## src/sv/lcs_pkg.sv

```systemverilog
// shared types, codes and constants of the least-connections selector
`timescale 1ns / 1ps
`default_nettype none

package lcs_pkg;

  // default sizes
  localparam int unsigned MaxServersDef = 4;
  localparam int unsigned CountWidthDef = 16;

  // fixed field widths
  localparam int unsigned IdxW     = 2;
  localparam int unsigned PortW    = 16;
  localparam int unsigned ReqW     = 3;
  localparam int unsigned ServCntW = 3;
  localparam int unsigned PortsW   = 64;
  localparam int unsigned OutCntW  = 16;

  // request kinds
  typedef enum logic [ReqW-1:0] {
    REQ_PLUS   = 3'd0,
    REQ_MINUS  = 3'd1,
    REQ_HEALTH = 3'd2,
    REQ_PICK   = 3'd3,
    REQ_QUERY  = 3'd4
  } req_e;

  // result status codes
  typedef enum logic [1:0] {
    STAT_OK        = 2'd0,
    STAT_NO_MATCH  = 2'd1,
    STAT_NO_ALIVE  = 2'd2,
    STAT_BAD_INDEX = 2'd3
  } status_e;

  // configuration register indexes
  typedef enum logic {
    REG_SERVER_PORTS = 1'b0,
    REG_SERVER_COUNT = 1'b1
  } cfg_reg_e;

  // sequencer to scan unit
  typedef struct packed {
    logic start;
    logic step;
    logic pick;
  } scan_ctrl_t;

  // scan unit to sequencer
  typedef struct packed {
    logic            found;
    logic [IdxW-1:0] best;
  } scan_res_t;

endpackage

`default_nettype wire

```

## src/sv/lcs_scan.sv

```systemverilog
// shared compare unit that walks the server table one entry per cycle while step is set
`timescale 1ns / 1ps
`default_nettype none

module lcs_scan
  import lcs_pkg::*;
#(
  parameter int unsigned COUNT_WIDTH = CountWidthDef
) (
  input  wire logic                   clk_i,
  input  wire logic                   rst_ni,
  input  wire scan_ctrl_t             ctrl_i,
  input  wire logic [IdxW-1:0]        entry_idx_i,
  input  wire logic [PortW-1:0]       entry_port_i,
  input  wire logic                   entry_alive_i,
  input  wire logic [COUNT_WIDTH-1:0] entry_count_i,
  input  wire logic [PortW-1:0]       target_port_i,
  output scan_res_t                   res_o
);

  logic                   found_q, found_d;
  logic [IdxW-1:0]        best_q, best_d;
  logic [COUNT_WIDTH-1:0] best_cnt_q, best_cnt_d;
  logic                   take;

  // pick: fewest connections among alive, first wins ties
  // match: last matching port wins
  always_comb begin
    if (ctrl_i.pick) begin
      take = entry_alive_i && (!found_q || (entry_count_i < best_cnt_q));
    end else begin
      take = (entry_port_i == target_port_i);
    end
  end

  always_comb begin
    found_d    = found_q;
    best_d     = best_q;
    best_cnt_d = best_cnt_q;
    if (ctrl_i.start) begin
      found_d = 1'b0;
      best_d  = '0;
    end else if (ctrl_i.step && take) begin
      found_d    = 1'b1;
      best_d     = entry_idx_i;
      best_cnt_d = entry_count_i;
    end
  end

  always_ff @(posedge clk_i or negedge rst_ni) begin
    if (!rst_ni) begin
      found_q <= 1'b0;
      best_q  <= '0;
    end else begin
      found_q <= found_d;
      best_q  <= best_d;
    end
  end

  always_ff @(posedge clk_i) begin
    best_cnt_q <= best_cnt_d;
  end

  assign res_o.found = found_q;
  assign res_o.best  = best_q;

endmodule

`default_nettype wire

```

## src/sv/least_connections_selector.sv

```systemverilog
// top level: server table, request sequencer and result register
//
// least-connections server selector
// - config port: cfg_we_i writes cfg_wdata_i to register cfg_addr_i at a rising
//   edge (0 server ports, four 16-bit ports packed; 1 servers in use);
//   write only while the block is idle
// - request beats arrive on the s_axis group, tuser carries the request kind,
//   tdata the requesting port, server index and health flag
// - each request gives exactly one result beat on the m_axis group,
//   tuser carrying the status and tdata the server index, alive flag and count
// - plus, minus and pick walk the servers in use one per cycle through the
//   shared compare unit, health reports and queries skip the walk; each
//   request then passes the exec and result steps before the sequencer
//   returns to idle and takes the next request
// - the next request is taken once the result has gone into the output
//   register, so a waiting result does not block the following accept
// - if the receiver stalls, the result holds in the output register and the
//   sequencer waits in its final step until the register frees up
// - reset clears the control registers, alive flags and counts at once; no sweep

`timescale 1ns / 1ps
`default_nettype none

module least_connections_selector
  import lcs_pkg::*;
#(
  parameter int unsigned MAX_SERVERS = MaxServersDef,
  parameter int unsigned COUNT_WIDTH = CountWidthDef
) (
  input  wire logic              clk_i,
  input  wire logic              rst_ni,
  // configuration writes
  input  wire logic              cfg_we_i,
  input  wire logic              cfg_addr_i,
  input  wire logic [PortsW-1:0] cfg_wdata_i,
  // request stream
  input  wire logic              s_axis_tvalid,
  output logic                   s_axis_tready,
  input  wire logic [23:0]       s_axis_tdata,  // req_port, server_index, alive, pad
  input  wire logic [ReqW-1:0]   s_axis_tuser,  // req_type
  // result stream
  output logic                   m_axis_tvalid,
  input  wire logic              m_axis_tready,
  output logic [23:0]            m_axis_tdata,  // chosen_index, on_duty, conn_count, pad
  output logic [1:0]             m_axis_tuser   // status
);

  localparam int unsigned TblIdxW = (MAX_SERVERS > 1) ? $clog2(MAX_SERVERS) : 1;
  localparam logic [ServCntW-1:0] MaxN = ServCntW'(MAX_SERVERS);

  // one-hot sequencer
  typedef enum logic [3:0] {
    S_IDLE   = 4'b0001,
    S_SCAN   = 4'b0010,
    S_EXEC   = 4'b0100,
    S_RESULT = 4'b1000
  } state_e;

  state_e state_q, state_d;

  // configuration
  logic [PortsW-1:0]   ports_q;
  logic [ServCntW-1:0] serv_cnt_q;
  logic [ServCntW-1:0] n_use;

  // server table
  logic                   alive_q [MAX_SERVERS];
  logic [COUNT_WIDTH-1:0] count_q [MAX_SERVERS];

  // latched request
  logic [ReqW-1:0]  req_q;
  logic [PortW-1:0] port_q;
  logic [IdxW-1:0]  idx_q;
  logic             up_q;

  logic [ServCntW-1:0] scan_cnt_q, scan_cnt_d;

  // result of the exec step
  status_e         res_status_q, res_status_d;
  logic            res_zero_q, res_zero_d;
  logic [IdxW-1:0] res_idx_q, res_idx_d;

  // output register
  logic               out_valid_q;
  status_e            out_status_q;
  logic [IdxW-1:0]    out_idx_q;
  logic               out_duty_q;
  logic [OutCntW-1:0] out_count_q;

  logic in_beat, out_free, is_scan_req, idx_ok;
  logic [IdxW-1:0]     scan_idx;
  logic [TblIdxW-1:0]  ent_tbl, upd_tbl, res_tbl;
  scan_ctrl_t          scan_ctrl;
  scan_res_t           scan_res;
  logic [COUNT_WIDTH-1:0] upd_count;
  logic                   upd_we;
  logic                   upd_alive;

  // servers in use, oversized settings saturate
  assign n_use = (serv_cnt_q > MaxN) ? MaxN : serv_cnt_q;

  assign s_axis_tready = (state_q == S_IDLE);
  assign in_beat       = s_axis_tvalid && s_axis_tready;
  assign out_free      = !out_valid_q || m_axis_tready;

  always_comb begin
    case (s_axis_tuser) inside
      REQ_PLUS, REQ_MINUS, REQ_PICK: is_scan_req = 1'b1;
      default:                       is_scan_req = 1'b0;
    endcase
  end

  // entry under the scan unit
  assign scan_idx = scan_cnt_q[IdxW-1:0];
  assign ent_tbl  = scan_idx[TblIdxW-1:0];

  assign scan_ctrl.start = in_beat;
  assign scan_ctrl.step  = (state_q == S_SCAN);
  assign scan_ctrl.pick  = (req_q == REQ_PICK);

  lcs_scan #(
    .COUNT_WIDTH (COUNT_WIDTH)
  ) u_scan (
    .clk_i         (clk_i),
    .rst_ni        (rst_ni),
    .ctrl_i        (scan_ctrl),
    .entry_idx_i   (scan_idx),
    .entry_port_i  (ports_q[PortW*scan_idx +: PortW]),
    .entry_alive_i (alive_q[ent_tbl]),
    .entry_count_i (count_q[ent_tbl]),
    .target_port_i (port_q),
    .res_o         (scan_res)
  );

  // sequencer
  always_comb begin
    state_d    = state_q;
    scan_cnt_d = scan_cnt_q;
    unique case (state_q)
      S_IDLE: begin
        if (in_beat) begin
          scan_cnt_d = '0;
          state_d    = (is_scan_req && (n_use != '0)) ? S_SCAN : S_EXEC;
        end
      end
      S_SCAN: begin
        if (scan_cnt_q == n_use - ServCntW'(1)) begin
          state_d = S_EXEC;
        end else begin
          scan_cnt_d = scan_cnt_q + ServCntW'(1);
        end
      end
      S_EXEC: begin
        state_d = S_RESULT;
      end
      S_RESULT: begin
        if (out_free) begin
          state_d = S_IDLE;
        end
      end
      default: begin
        state_d = S_IDLE;
      end
    endcase
  end

  // decide status and table update
  assign idx_ok = ({1'b0, idx_q} < n_use);

  always_comb begin
    res_status_d = STAT_OK;
    res_zero_d   = 1'b0;
    res_idx_d    = '0;
    upd_we       = 1'b0;
    upd_alive    = 1'b0;
    upd_count    = '0;
    upd_tbl      = scan_res.best[TblIdxW-1:0];
    unique case (req_q) inside
      REQ_PLUS, REQ_MINUS: begin
        upd_alive = alive_q[upd_tbl];
        if (scan_res.found) begin
          res_idx_d = scan_res.best;
          upd_we    = 1'b1;
          upd_count = count_q[upd_tbl];
          if (req_q == REQ_PLUS) begin
            if (count_q[upd_tbl] != {COUNT_WIDTH{1'b1}}) begin
              upd_count = count_q[upd_tbl] + COUNT_WIDTH'(1);
            end
          end else if (count_q[upd_tbl] != '0) begin
            upd_count = count_q[upd_tbl] - COUNT_WIDTH'(1);
          end
        end else begin
          res_status_d = STAT_NO_MATCH;
        end
      end
      REQ_HEALTH: begin
        upd_tbl   = idx_q[TblIdxW-1:0];
        upd_alive = up_q;
        upd_count = up_q ? count_q[upd_tbl] : '0;
        if (idx_ok) begin
          res_idx_d = idx_q;
          upd_we    = 1'b1;
        end else begin
          res_status_d = STAT_BAD_INDEX;
        end
      end
      REQ_PICK: begin
        if (scan_res.found) begin
          res_idx_d = scan_res.best;
        end else begin
          res_status_d = STAT_NO_ALIVE;
        end
      end
      REQ_QUERY: begin
        if (idx_ok) begin
          res_idx_d = idx_q;
        end else begin
          res_status_d = STAT_BAD_INDEX;
        end
      end
      default: begin
        // unknown request: ok with empty fields
        res_zero_d = 1'b1;
      end
    endcase
  end

  assign res_tbl = res_idx_q[TblIdxW-1:0];

  // control registers
  always_ff @(posedge clk_i or negedge rst_ni) begin
    if (!rst_ni) begin
      state_q     <= S_IDLE;
      scan_cnt_q  <= '0;
      ports_q     <= '0;
      serv_cnt_q  <= '0;
      out_valid_q <= 1'b0;
    end else begin
      state_q    <= state_d;
      scan_cnt_q <= scan_cnt_d;
      if (cfg_we_i) begin
        unique case (cfg_addr_i)
          REG_SERVER_PORTS: ports_q    <= cfg_wdata_i;
          REG_SERVER_COUNT: serv_cnt_q <= cfg_wdata_i[ServCntW-1:0];
          default:          ports_q    <= ports_q;
        endcase
      end
      if ((state_q == S_RESULT) && out_free) begin
        out_valid_q <= 1'b1;
      end else if (m_axis_tready) begin
        out_valid_q <= 1'b0;
      end
    end
  end

  // server table
  always_ff @(posedge clk_i or negedge rst_ni) begin
    if (!rst_ni) begin
      for (int i = 0; i < int'(MAX_SERVERS); i++) begin
        alive_q[i] <= 1'b0;
        count_q[i] <= '0;
      end
    end else if ((state_q == S_EXEC) && upd_we) begin
      alive_q[upd_tbl] <= upd_alive;
      count_q[upd_tbl] <= upd_count;
    end
  end

  // request and result payload
  always_ff @(posedge clk_i) begin
    if (in_beat) begin
      req_q  <= s_axis_tuser;
      port_q <= s_axis_tdata[15:0];
      idx_q  <= s_axis_tdata[17:16];
      up_q   <= s_axis_tdata[18];
    end
    if (state_q == S_EXEC) begin
      res_status_q <= res_status_d;
      res_zero_q   <= res_zero_d;
      res_idx_q    <= res_idx_d;
    end
    if ((state_q == S_RESULT) && out_free) begin
      out_status_q <= res_status_q;
      if ((res_status_q == STAT_OK) && !res_zero_q) begin
        out_idx_q   <= res_idx_q;
        out_duty_q  <= alive_q[res_tbl];
        out_count_q <= OutCntW'(count_q[res_tbl]);
      end else begin
        out_idx_q   <= '0;
        out_duty_q  <= 1'b0;
        out_count_q <= '0;
      end
    end
  end

  assign m_axis_tvalid = out_valid_q;
  assign m_axis_tuser  = out_status_q;
  assign m_axis_tdata  = {5'd0, out_count_q, out_duty_q, out_idx_q};

`ifndef SYNTHESIS
  // a failed request carries empty fields
  assert property (@(posedge clk_i) disable iff (!rst_ni)
    (m_axis_tvalid && (m_axis_tuser != STAT_OK)) |-> (m_axis_tdata == '0))
    else $error("non-ok result with non-empty fields");

  // the scan never runs past the servers in use
  assert property (@(posedge clk_i) disable iff (!rst_ni)
    (state_q == S_SCAN) |-> (scan_cnt_q < n_use))
    else $error("scan index beyond servers in use");

  // one request at a time
  assert property (@(posedge clk_i) disable iff (!rst_ni)
    in_beat |=> !s_axis_tready)
    else $error("request taken while busy");

  // a new result only comes from the final sequencer step
  assert property (@(posedge clk_i) disable iff (!rst_ni)
    $rose(m_axis_tvalid) |-> ($past(state_q) == S_RESULT))
    else $error("result loaded outside the result step");
`endif

endmodule

`default_nettype wire
```

## config.mk

```make
export PLATFORM = sky130hd
export DESIGN_NAME = least_connections_selector
export DESIGN_NICKNAME = d
export VERILOG_FILES = /design/src/sv/lcs_pkg.sv /design/src/sv/lcs_scan.sv /design/src/sv/least_connections_selector.sv
export SDC_FILE = /design/constraint.sdc
export NUM_CORES = 1
export LEC_CHECK = 0
export ABC_AREA = 0
export ABC_CLOCK_PERIOD_IN_PS = 8600
export BUFFER_PORTS_ARGS = -buffer_cell sky130_fd_sc_hd__buf_2
export CAP_MARGIN = 0
export CORE_ASPECT_RATIO = 1.2
export CORE_MARGIN = 3
export CORE_UTILIZATION = 45
export CTS_CLUSTER_SIZE = 40
export DETAILED_ROUTE_END_ITERATION = 8
export GPL_TIMING_DRIVEN = 1
export SYNTH_ARGS = -nofsm -noshare
export SYNTH_HDL_FRONTEND = slang
export SYNTH_HIERARCHICAL = 1
export SYNTH_SLANG_ARGS = --single-unit
```

## constraint.sdc

```tcl
create_clock -name clk_i -period 8.6 [get_ports clk_i]
set_clock_uncertainty 0.05 [all_clocks]
set_input_delay 1.29 -clock clk_i [delete_from_list [all_inputs] [get_ports clk_i]]
set_output_delay 1.29 -clock clk_i [all_outputs]
set_load 0.01 [all_outputs]
```

---- Word-level counts from Yosys, hierarchy flattened ----
Index checks and enable logic that the tools add are counted.
W data, S select, Z words.
operators by class
  add/sub/neg operators ................... 4
  order comparisons ....................... 9
  equality and inequality tests ........... 17
  shift operators ......................... 1
  muxes and demuxes ....................... 63
  bitwise operators ....................... 7
  reductions and logical operators ........ 31
operator list
  operator                 number
  $mux W16                 14
  $bmux W16 S2             4
  $bwmux W64               1
  $shiftx A64 B7 Y16       1
  $demux W16 S2            1
  $pmux W16 S2             1
  $mux W1                  17
  $add A16 B1 Y16 const B  1
  $eq A16 B16 Y1           1
  $lt A16 B16 Y1           1
  $ne A16 B16 Y1 const B   1
  $pmux W4 S4              1
  $reduce_bool A16 Y1      1
  $sub A16 B1 Y16 const B  1
  $ge A3 B3 Y1 const B     5
  $not A2 Y3               5
  $mux W2                  7
  $mux W3                  4
  $mux W4                  3
  $eq A3 B2 Y1 const B     3
  $logic_and A1 B1 Y1      8
  $bmux W1 S2              3
  $eq A3 B1 Y1 const B     2
  $logic_not A3 Y1         2
  30 further kinds         44
word-level totals
  register bits ........................... 210
  input bits .............................. 97
  output and inout bits ................... 28
  word-level logic and storage cells ...... 159

---- Logic depth before layout (Yosys ltp) ----
Gate-level depths: netlist of the first run.
  word-level depth ........................ 11
  depth in mapped cells ................... 12
  mapped depth without buffers ............ 10

---- Cells and area by module ----
Netlist of the first run, hierarchy kept.
modules (own cells, without submodules)
  module                      times used  cells an instance  area an instance (um^2)  seq. area each (um^2)
  least_connections_selector  1           812                10548.9                  5021.1
  lcs_scan                    1           108                1233.7                   555.5

---- Worst setup path before layout of the first run ----
Ideal clock, no wire load.
  path type ............................... register to register
  start ................................... register scan_cnt_q[0]
  end ..................................... register u_scan.best_cnt_q[0] (enable)
  library setup time ...................... 390 ps
  data arrival time ....................... 3837 ps
  data required time ...................... 8160 ps
  slack ................................... 4323 ps
  cell stages (with the launch flop) ...... 11
  path buffers ............................ 2
  clock period less this slack ............ 4277 ps
  cells stage by stage .................... dfrtp_1 clkbuf_1 buf_1 mux4_2 ha_1 and4_2 nand2_2 a2111oi_2 nand4bb_2 a31oi_4 nor2b_1
between the ends
  word-level cells in the longest chain between the ends .. 10
  elaborated cells on any way between the ends .. 15
  classes of those cells .................. order compare: 1; eq/ne: 1; shift: 1; mux: 7; bitwise: 1; reduce/logical: 4
RTL lines
  item                                         line                                                                  RTL
  start, declared                              least_connections_selector.sv:76                                      logic [ServCntW-1:0] scan_cnt_q, scan_cnt_d;
  start signal, assigned                       least_connections_selector.sv:240                                     scan_cnt_q <= scan_cnt_d;
  $not A2 Y3 (not written as such)             least_connections_selector.sv:129, least_connections_selector.sv:130
  $bmux W16 S2                                 least_connections_selector.sv:130                                     .entry_count_i (count_q[ent_tbl]),
  $mux W16 (not written as such) (2 in a row)  least_connections_selector.sv:130
  $lt A16 B16 Y1                               lcs_scan.sv:30                                                        take = entry_alive_i && (!found_q || (entry_count_i < best_cnt_q));
  $logic_or A1 B1 Y1                           lcs_scan.sv:30
  $logic_and A1 B1 Y1                          lcs_scan.sv:30
  $mux W1 (*)                                  lcs_scan.sv:29                                                        if (ctrl_i.pick) begin
  $logic_and A1 B1 Y1 (*)                      lcs_scan.sv:43                                                        end else if (ctrl_i.step && take) begin
  $reduce_and A2 Y1 (no source line) (*)       --
  end signal, assigned                         lcs_scan.sv:61                                                        best_cnt_q <= best_cnt_d;
  end, declared                                lcs_scan.sv:23                                                        logic [COUNT_WIDTH-1:0] best_cnt_q, best_cnt_d;
Every way passes the cells marked *; elsewhere a longest branch is shown, timed or not. The select of a mux whose other input is x is not followed.
A chain may end at the register's enable or synchronous reset.

---- Worst setup path after layout of the first run ----
  start ................................... register idx_q[1]
  end ..................................... register count_q[30] (netlist name)
between the ends
  word-level cells in the longest chain between the ends .. 7
  elaborated cells on any way between the ends .. 18
  classes of those cells .................. order compare: 3; mux: 11; bitwise: 2; reduce/logical: 2
RTL lines
  item                                                                   line                                                                  RTL
  start, declared                                                        least_connections_selector.sv:73                                      logic [IdxW-1:0] idx_q;
  start signal, assigned                                                 least_connections_selector.sv:274                                     idx_q <= s_axis_tdata[17:16];
  $mux W2 or $not A2 Y3 (tied branches)                                  least_connections_selector.sv:178, least_connections_selector.sv:199
  $not A2 Y3 (not written as such) or $bmux W16 S2 (tied branches)       least_connections_selector.sv:265, least_connections_selector.sv:199
  $ge A3 B3 Y1 (not written as such) (tied with other cells)             least_connections_selector.sv:265                                     count_q[upd_tbl] <= upd_count;
  $logic_and A1 B1 Y1 (not written as such) or $mux W16 (tied branches)  least_connections_selector.sv:265, least_connections_selector.sv:199
  $mux W16 (on tied branches)                                            least_connections_selector.sv:265, least_connections_selector.sv:199
  $demux W16 S2 or $pmux W16 S2 (tied branches)                          least_connections_selector.sv:265, least_connections_selector.sv:178
  $bwmux W64                                                             least_connections_selector.sv:265
  end signal, assigned by index                                          least_connections_selector.sv:265
  end, declared                                                          least_connections_selector.sv:68                                      logic [COUNT_WIDTH-1:0] count_q [MAX_SERVERS];
Several ways; a longest one is shown, not always the timed one. The select of a mux whose other input is x is not followed.

==> flow_metrics.py, run 1 <==
metrics = {
    "finish": {
        "drive_above_1_share_pct": 35.4,
        "area_delta_synth_final_pct": 13.1,
        "nets": 1137,
        "final_area_um2": 13300,
        "final_util_pct": 52.0,
        "diodes": 0,
    },
    "critical_path": {
        "cp_max_fo": 18,
        "critPathRequiredTime_ns": 8.95,
        "end_kind": "flop",
        "critPathKind": "flop to flop",
        "cp-start-kind": "flop",
        "path_cells": "ha_1, a21oi_1, nor2_1, a2111oi_0, o21a_1, mux2_2",
        "cpMaxStageDelayCell": "edfxtp_1",
        "worst_r2r_path_depth": 6,
        "cp.arrival_ns": 4.55,
        "cpPeakStageDelay_ns": 1.08,
    },
    "timing": {
        "rsz0062_at_grt": "no",
        "setup_violations": 0,
        "slew-limit-headroom_pct": 18.2,
        "setup_tns_ns": 0,
        "worst_pin_slew_ns": 1.22,
        "maxSlewViolCount": 0,
        "period_needed_ns": 4.20,
        "hold_viol": 0,
        "finalCritPeriodShare_pct": 48.8,
        "fmax_ghz": 0.238,
    },
    "clock_network": {
        "tritoncts": "done",
        "worstSkewPairLatency_ns": 0.51,
        "clockBufferDepth": 3,
        "cts_setup_buffers": 0,
        "holdBufCountCts": 0,
        "numCtsBuffers": 23,
        "cts_root_buf": "clkbuf_16",
        "cts_resized": 0,
        "clk_pin_slew_worst_paths_ns": 0.06,
        "htree_num_levels": 1,
        "cts_sinks": 210,
    },
    "pwr": {
        "power_frac_comb_pct": 27.2,
        "ir_worst_vdd_mv": 0.184,
        "netSwitchingPower_mw": 0.930,
        "p_leak_nw": 5.39,
        "power_density_nw_per_um2": 223,
        "power_frac_clock_pct": 30.4,
        "p_int_mw": 2.04,
        "seqPwrFrac_pct": 42.4,
        "p_sw_share_pct": 31.3,
    },
    "placed_design": {
        "port-buffer-count": 114,
        "place_congestion": 0.943,
        "dpl_cell_area_um2": 12600,
        "dp_hpwl_mm": 19.7,
    },
    "route": {
        "drt-vias-per-instance": 5.90,
        "vias": 8051,
        "antenna_left": 0,
        "routed_wl_mm": 29.0,
        "drtIter0Drc": 519,
        "first_pass_iters": 5,
        "avgRoutedWirePerCell_um": 21.3,
        "drc": 0,
    },
    "floorplanning": {
        "ios": 125,
        "dieArea_um2": 28200,
        "row_count": 64,
        "start_util_pct": 46.0,
        "die_w_um": 154,
        "core_area_um2": 25600,
        "die_h_um": 183,
    },
    "synthesis": {
        "synth_edf_count": 64,
        "syn-cell-area_um2": 11800,
        "yosys.area.top_type_share_pct": 30.8,
        "synth_flop_cell": "dfrtp_1",
        "synth_async_sr_flop_share_pct": 69.5,
        "yosys.area.top_type": "dfrtp_1",
        "syn_inst": 920,
        "ys_top_cells_by_count": "dfrtp_1, mux2_2, mux4_2, edfxtp_1, nand2_1",
        "synth_seq_cells": 210,
        "synth-seq-area-share_pct": 47.3,
        "avgSynthCellArea_um2": 12.8,
        "synthTopCellsByArea": "dfrtp_1, edfxtp_1, mux4_2",
        "synth_cell_types": 73,
        "yosysMostFrequentCell": "dfrtp_1",
        "synth_warnings": 6,
    },
    "global_route": {
        "grtUsageTotal_pct": 20.8,
        "grt_pass1_vias": 8335,
        "grt_overflow_total": 0,
        "grt_max_degree": 79,
        "antenna_found_initial": 5,
        "grt_pass1_wl_mm": 46.6,
    },
    "run_status": {
        "status": "finished, final reports clean",
    },
    "flow_run": {
        "max-cap-violations": 0,
    },
    "min_path": {
        "hp-class": "flop to flop",
        "hold_depth": 0,
    },
}
==> worst max-delay path: cells and delay by family, from the launching register on <==
family                     cells  cell delay, ns
AOI/OAI and AO/OA              3            2.02
DFF                            1            1.08
muxes                          1            0.42
adders and majority gates      1            0.38
and+or+nand+nor                1            0.13
==> power groups by stage <==
stage	sequential (mW)	combinational, mW	clock (mW)
after floorplan	1.24	0.624	0
after global placement	1.27	0.807	0
after detailed placement	1.28	0.817	0
after CTS	1.26	0.820	0.933
after global routing	1.27	0.890	0.971
final	1.26	0.808	0.903
==> path summary, 6_finish.rpt <==
kind | start | to | slack, ns
max | idx_q[1] | count_q[30] | 4.40
min | res_status_q[0] | m_axis_tuser[0] | 0.39
max reg2reg | idx_q[1] | count_q[30] | 4.40
min reg2reg | res_status_q[0] | m_axis_tuser[0] | 0.39
max in group asynchronous | rst_ni | count_q[6] | 6.35
min in group asynchronous | rst_ni | count_q[36] | 0.78
==> layout make-up <==
cell class	count	area [µm²]
inverter	36	135
multi-input combinational	617	5820
timing repair buffer	130	697
clock inverter	11	53.8
tap	330	413
clock buffer	30	622
fill	2258	12300
sequential	210	5580
==> cells by family after synthesis <==
kind of cell / synth area share (%)
multiplexers: 26.5
adder cells (fa/ha/maj): 2.34
other: 0.0318
AND/OR/NAND/NOR: 12.2
AO/OA/AOI/OAI: 6.38
buffers and inverters: 3.49
XOR/XNOR: 1.78
flip-flops: 47.3
==> stage by stage <==
stage / instances / total power, mW / setup slack (ns) / hold slack [ns]
2_1_floorplan: 924 / 1.86 / 4.32 / 0.369
3_5_place_dp: 1323 / 2.09 / 4.43 / 0.377
6_report: 1364 / 2.97 / 4.40 / 0.395
3_3_place_gp: 1323 / 2.08 / 4.54 / 0.382
5_1_grt: 1364 / 3.13 / 4.22 / 0.413
4_1_cts: 1364 / 3.01 / 4.43 / 0.391
==> layer usage <==
layer / vias to the layer above / track usage (%) / routed length, µm
li1: 3698 / - / -
met1: 3982 / 26.8 / 11800
met2: 286 / 35.0 / 14000
met3: 75 / 4.98 / 2260
met4: 10 / 6.50 / 887
met5: - / 0 / 49
==> registers in the layout, indices dropped and copies added (netlist names), 2 cells and up <==
name and flops:
scan_cnt_q 3, res_idx_q 2, out_idx_q 2, alive_q 4
out_count_q 16, u_scan/best_q 2, res_status_q 2, port_q 16
m_axis_tuser 2, req_q 3, count_q 64, state_q 4
idx_q 2, ports_q 64, serv_cnt_q 3, u_scan/best_cnt_q 16
==> cells in the final DEF, fill, tap and decap left out, types with 25 or more instances in the layout <==
master    count
buf_2       113
dfrtp_1     143
edfxtp_1     64
inv_1        36
mux2_2       96
mux4_2       81
nand2_1      49
nand4_1      25
nor2_1       42
o21ai_0      29
No activity file was read; power rests on OpenSTA's default activity.
==> inputs of run 2 (changes only) <==
--- a/config.mk
+++ b/config.mk
@@ -6,7 +6,7 @@
 export NUM_CORES = 1
 export LEC_CHECK = 0
 export ABC_AREA = 0
-export ABC_CLOCK_PERIOD_IN_PS = 8600
+export ABC_CLOCK_PERIOD_IN_PS = 4100
 export BUFFER_PORTS_ARGS = -buffer_cell sky130_fd_sc_hd__buf_2
 export CAP_MARGIN = 0
 export CORE_ASPECT_RATIO = 1.2
==> constraint.sdc (replaced) <==
create_clock -name clk_i -period 4.1 [get_ports clk_i]
set_clock_uncertainty 0.05 [all_clocks]
set_input_delay 0.615 -clock clk_i [delete_from_list [all_inputs] [get_ports clk_i]]
set_output_delay 0.615 -clock clk_i [all_outputs]
set_load 0.01 [all_outputs]
==> run 2 against run 1 <==
Final cell count increased by 2.4%. Combinational power rose by 120%. Die area unchanged. Flip-flop and latch count unchanged. Sequential share of layout area fell by 1.0 points. Count of clock-buffer cells in the layout grew 6. Critical endpoint is now u_scan/best_cnt_q[8].
==> flow_metrics.py, run 2 (synthesis results as in run 1) <==
metrics = {
    "run_status": {
        "status": "finished, final reports clean",
    },
    "finish": {
        "final_common_cell": "dfrtp_1",
        "mostFrequentLayoutCells": "dfrtp_1, buf_2, mux2_2",
        "area_delta_synth_final_pct": 15.8,
        "reg.largest.list": "count_q x64, ports_q x64",
        "drive_above_1_share_pct": 37.0,
        "diodes": 0,
        "nets": 1170,
        "final_util_pct": 53.3,
    },
    "clock_network": {
        "tritoncts": "done",
        "cts_root_buf": "clkbuf_16",
        "clockBufferDepth": 3,
        "cts_setup_buffers": 0,
        "numCtsBuffers": 23,
        "cts_resized": 0,
        "worstSkewPairLatency_ns": 0.51,
        "cts_sinks": 210,
        "htree_num_levels": 1,
        "clk_pin_slew_worst_paths_ns": 0.06,
        "holdBufCountCts": 0,
    },
    "timing": {
        "maxSlewViolCount": 0,
        "hold_viol": 0,
        "worst_pin_slew_ns": 1.18,
        "setup_tns_ns": 0,
        "slew-limit-headroom_pct": 21.4,
        "rsz0062_at_grt": "no",
        "finalCritPeriodShare_pct": 87.8,
        "setup_violations": 0,
        "fin_ws_ns": 0.500,
        "fmax_ghz": 0.278,
        "period_needed_ns": 3.60,
    },
    "critical_path": {
        "cp_common_cell": "buf_4",
        "end_kind": "flop",
        "critical_path_buf_inv_count": 2,
        "cpMaxStageDelayCell": "mux4_2",
        "critPathRequiredTime_ns": 4.24,
        "cp_max_fo": 16,
        "cpPeakStageDelay_ns": 0.58,
        "cp.arrival_ns": 3.74,
        "cp-start-kind": "flop",
        "critPathKind": "flop to flop",
        "path_cells": "buf_4, mux4_2, ha_1, o21a_1, nor2_1, a2111oi_2, nand4bb_2, a31oi_4, nor2b_2, buf_4",
        "path_delay_family": "simple AND/OR/NAND/NOR gates",
    },
    "global_route": {
        "grt_pass1_wl_mm": 48.1,
        "grt_overflow_total": 0,
        "antenna_found_initial": 3,
        "grtUsageTotal_pct": 21.5,
        "grt_pass1_vias": 8595,
        "grt_max_degree": 106,
    },
    "min_path": {
        "hp-class": "input port to asynchronous set/reset pin",
    },
    "floorplanning": {
        "ios": 125,
        "start_util_pct": 46.0,
        "core_area_um2": 25600,
        "die_w_um": 154,
        "die_h_um": 183,
        "row_count": 64,
        "dieArea_um2": 28200,
    },
    "pwr": {
        "p_leak_nw": 5.57,
        "power_density_nw_per_um2": 471,
        "ir_worst_vdd_mv": 0.379,
    },
    "placed_design": {
        "dp_hpwl_mm": 21.3,
        "port-buffer-count": 114,
        "place_ws_ns": 0.535,
        "place_congestion": 0.988,
    },
    "route": {
        "drc": 0,
        "drt-vias-per-instance": 5.93,
        "avgRoutedWirePerCell_um": 21.6,
        "routed_wl_mm": 30.1,
        "antenna_left": 0,
        "first_pass_iters": 5,
        "drtIter0Drc": 563,
        "vias": 8281,
    },
    "flow_run": {
        "max-cap-violations": 0,
    },
}
-- run 2: cell count changes in the layout (fill, tap and decap cells not counted), moves of 4 or more --
cell      change
clkinv_2      -6
o21ai_1       -4
o21ai_0       +4
buf_4        +29
buf_12        +4
clkbuf_1      +5
-- run 2: metrics by stage --
stage / std cells / hold WS [ns] / instance area, µm² / total power [mW]
after floorplan: 924 / 0.269 / 11800 / 3.90
after global placement: 1356 / 0.388 / 12900 / 4.44
after detailed placement: 1356 / 0.395 / 12900 / 4.48
after CTS: 1397 / 0.202 / 13600 / 6.48
after global routing: 1397 / 0.206 / 13600 / 6.75
final: 1397 / 0.175 / 13600 / 6.42
-- run 2: worst register-to-register path, delay by kind of cell (launching register included) --
kind	cells	cell delay, ns
and+or+nand+nor	3	0.66
buffers and inverters	2	0.60
adders and majority gates	1	0.32
muxes	1	0.59
DFF	1	0.49
AOI/OAI and AO/OA	3	0.53
-- run 2: where the power goes --
| group | switching (mW) | internal [mW] |
|---|---|---|
| registers | 0.207 | 2.44 |
| logic | 0.945 | 0.845 |
| clock network | 0.836 | 1.15 |
| total | 1.99 | 4.43 |
-- run 2: path summary, 6_finish.rpt --
check	startpoint	to	slack, ns	cells after the start
setup / recovery	scan_cnt_q[0]	u_scan/best_cnt_q[8]	0.50	10
hold reg to reg	res_status_q[1]	m_axis_tuser[1]	0.40	0
min in group clk_i	s_axis_tdata[11]	port_q[11]	0.23	1
hold / removal	rst_ni	alive_q[3]	0.18	1
max in group asynchronous	rst_ni	count_q[45]	3.06	2
setup reg to reg	scan_cnt_q[0]	u_scan/best_cnt_q[8]	0.50	10
-- run 2: area by class of cell --
class / count / area (µm²)
Fill cell: 2262 / 12000
Multi-Input combinational cell: 617 / 5820
Sequential cell: 210 / 5580
Timing Repair Buffer: 163 / 995
Clock buffer: 36 / 654
Tap cell: 330 / 413
Inverter: 36 / 135
Clock inverter: 5 / 50.0
-- run 2: per-layer routing --
| layer | global-route usage, % | wire length [µm] |
|---|---|---|
| met5 | 0 | 29 |
| met4 | 6.96 | 889 |
| met3 | 4.25 | 2030 |
| met2 | 37.4 | 15100 |
| met1 | 27.2 | 12100 |
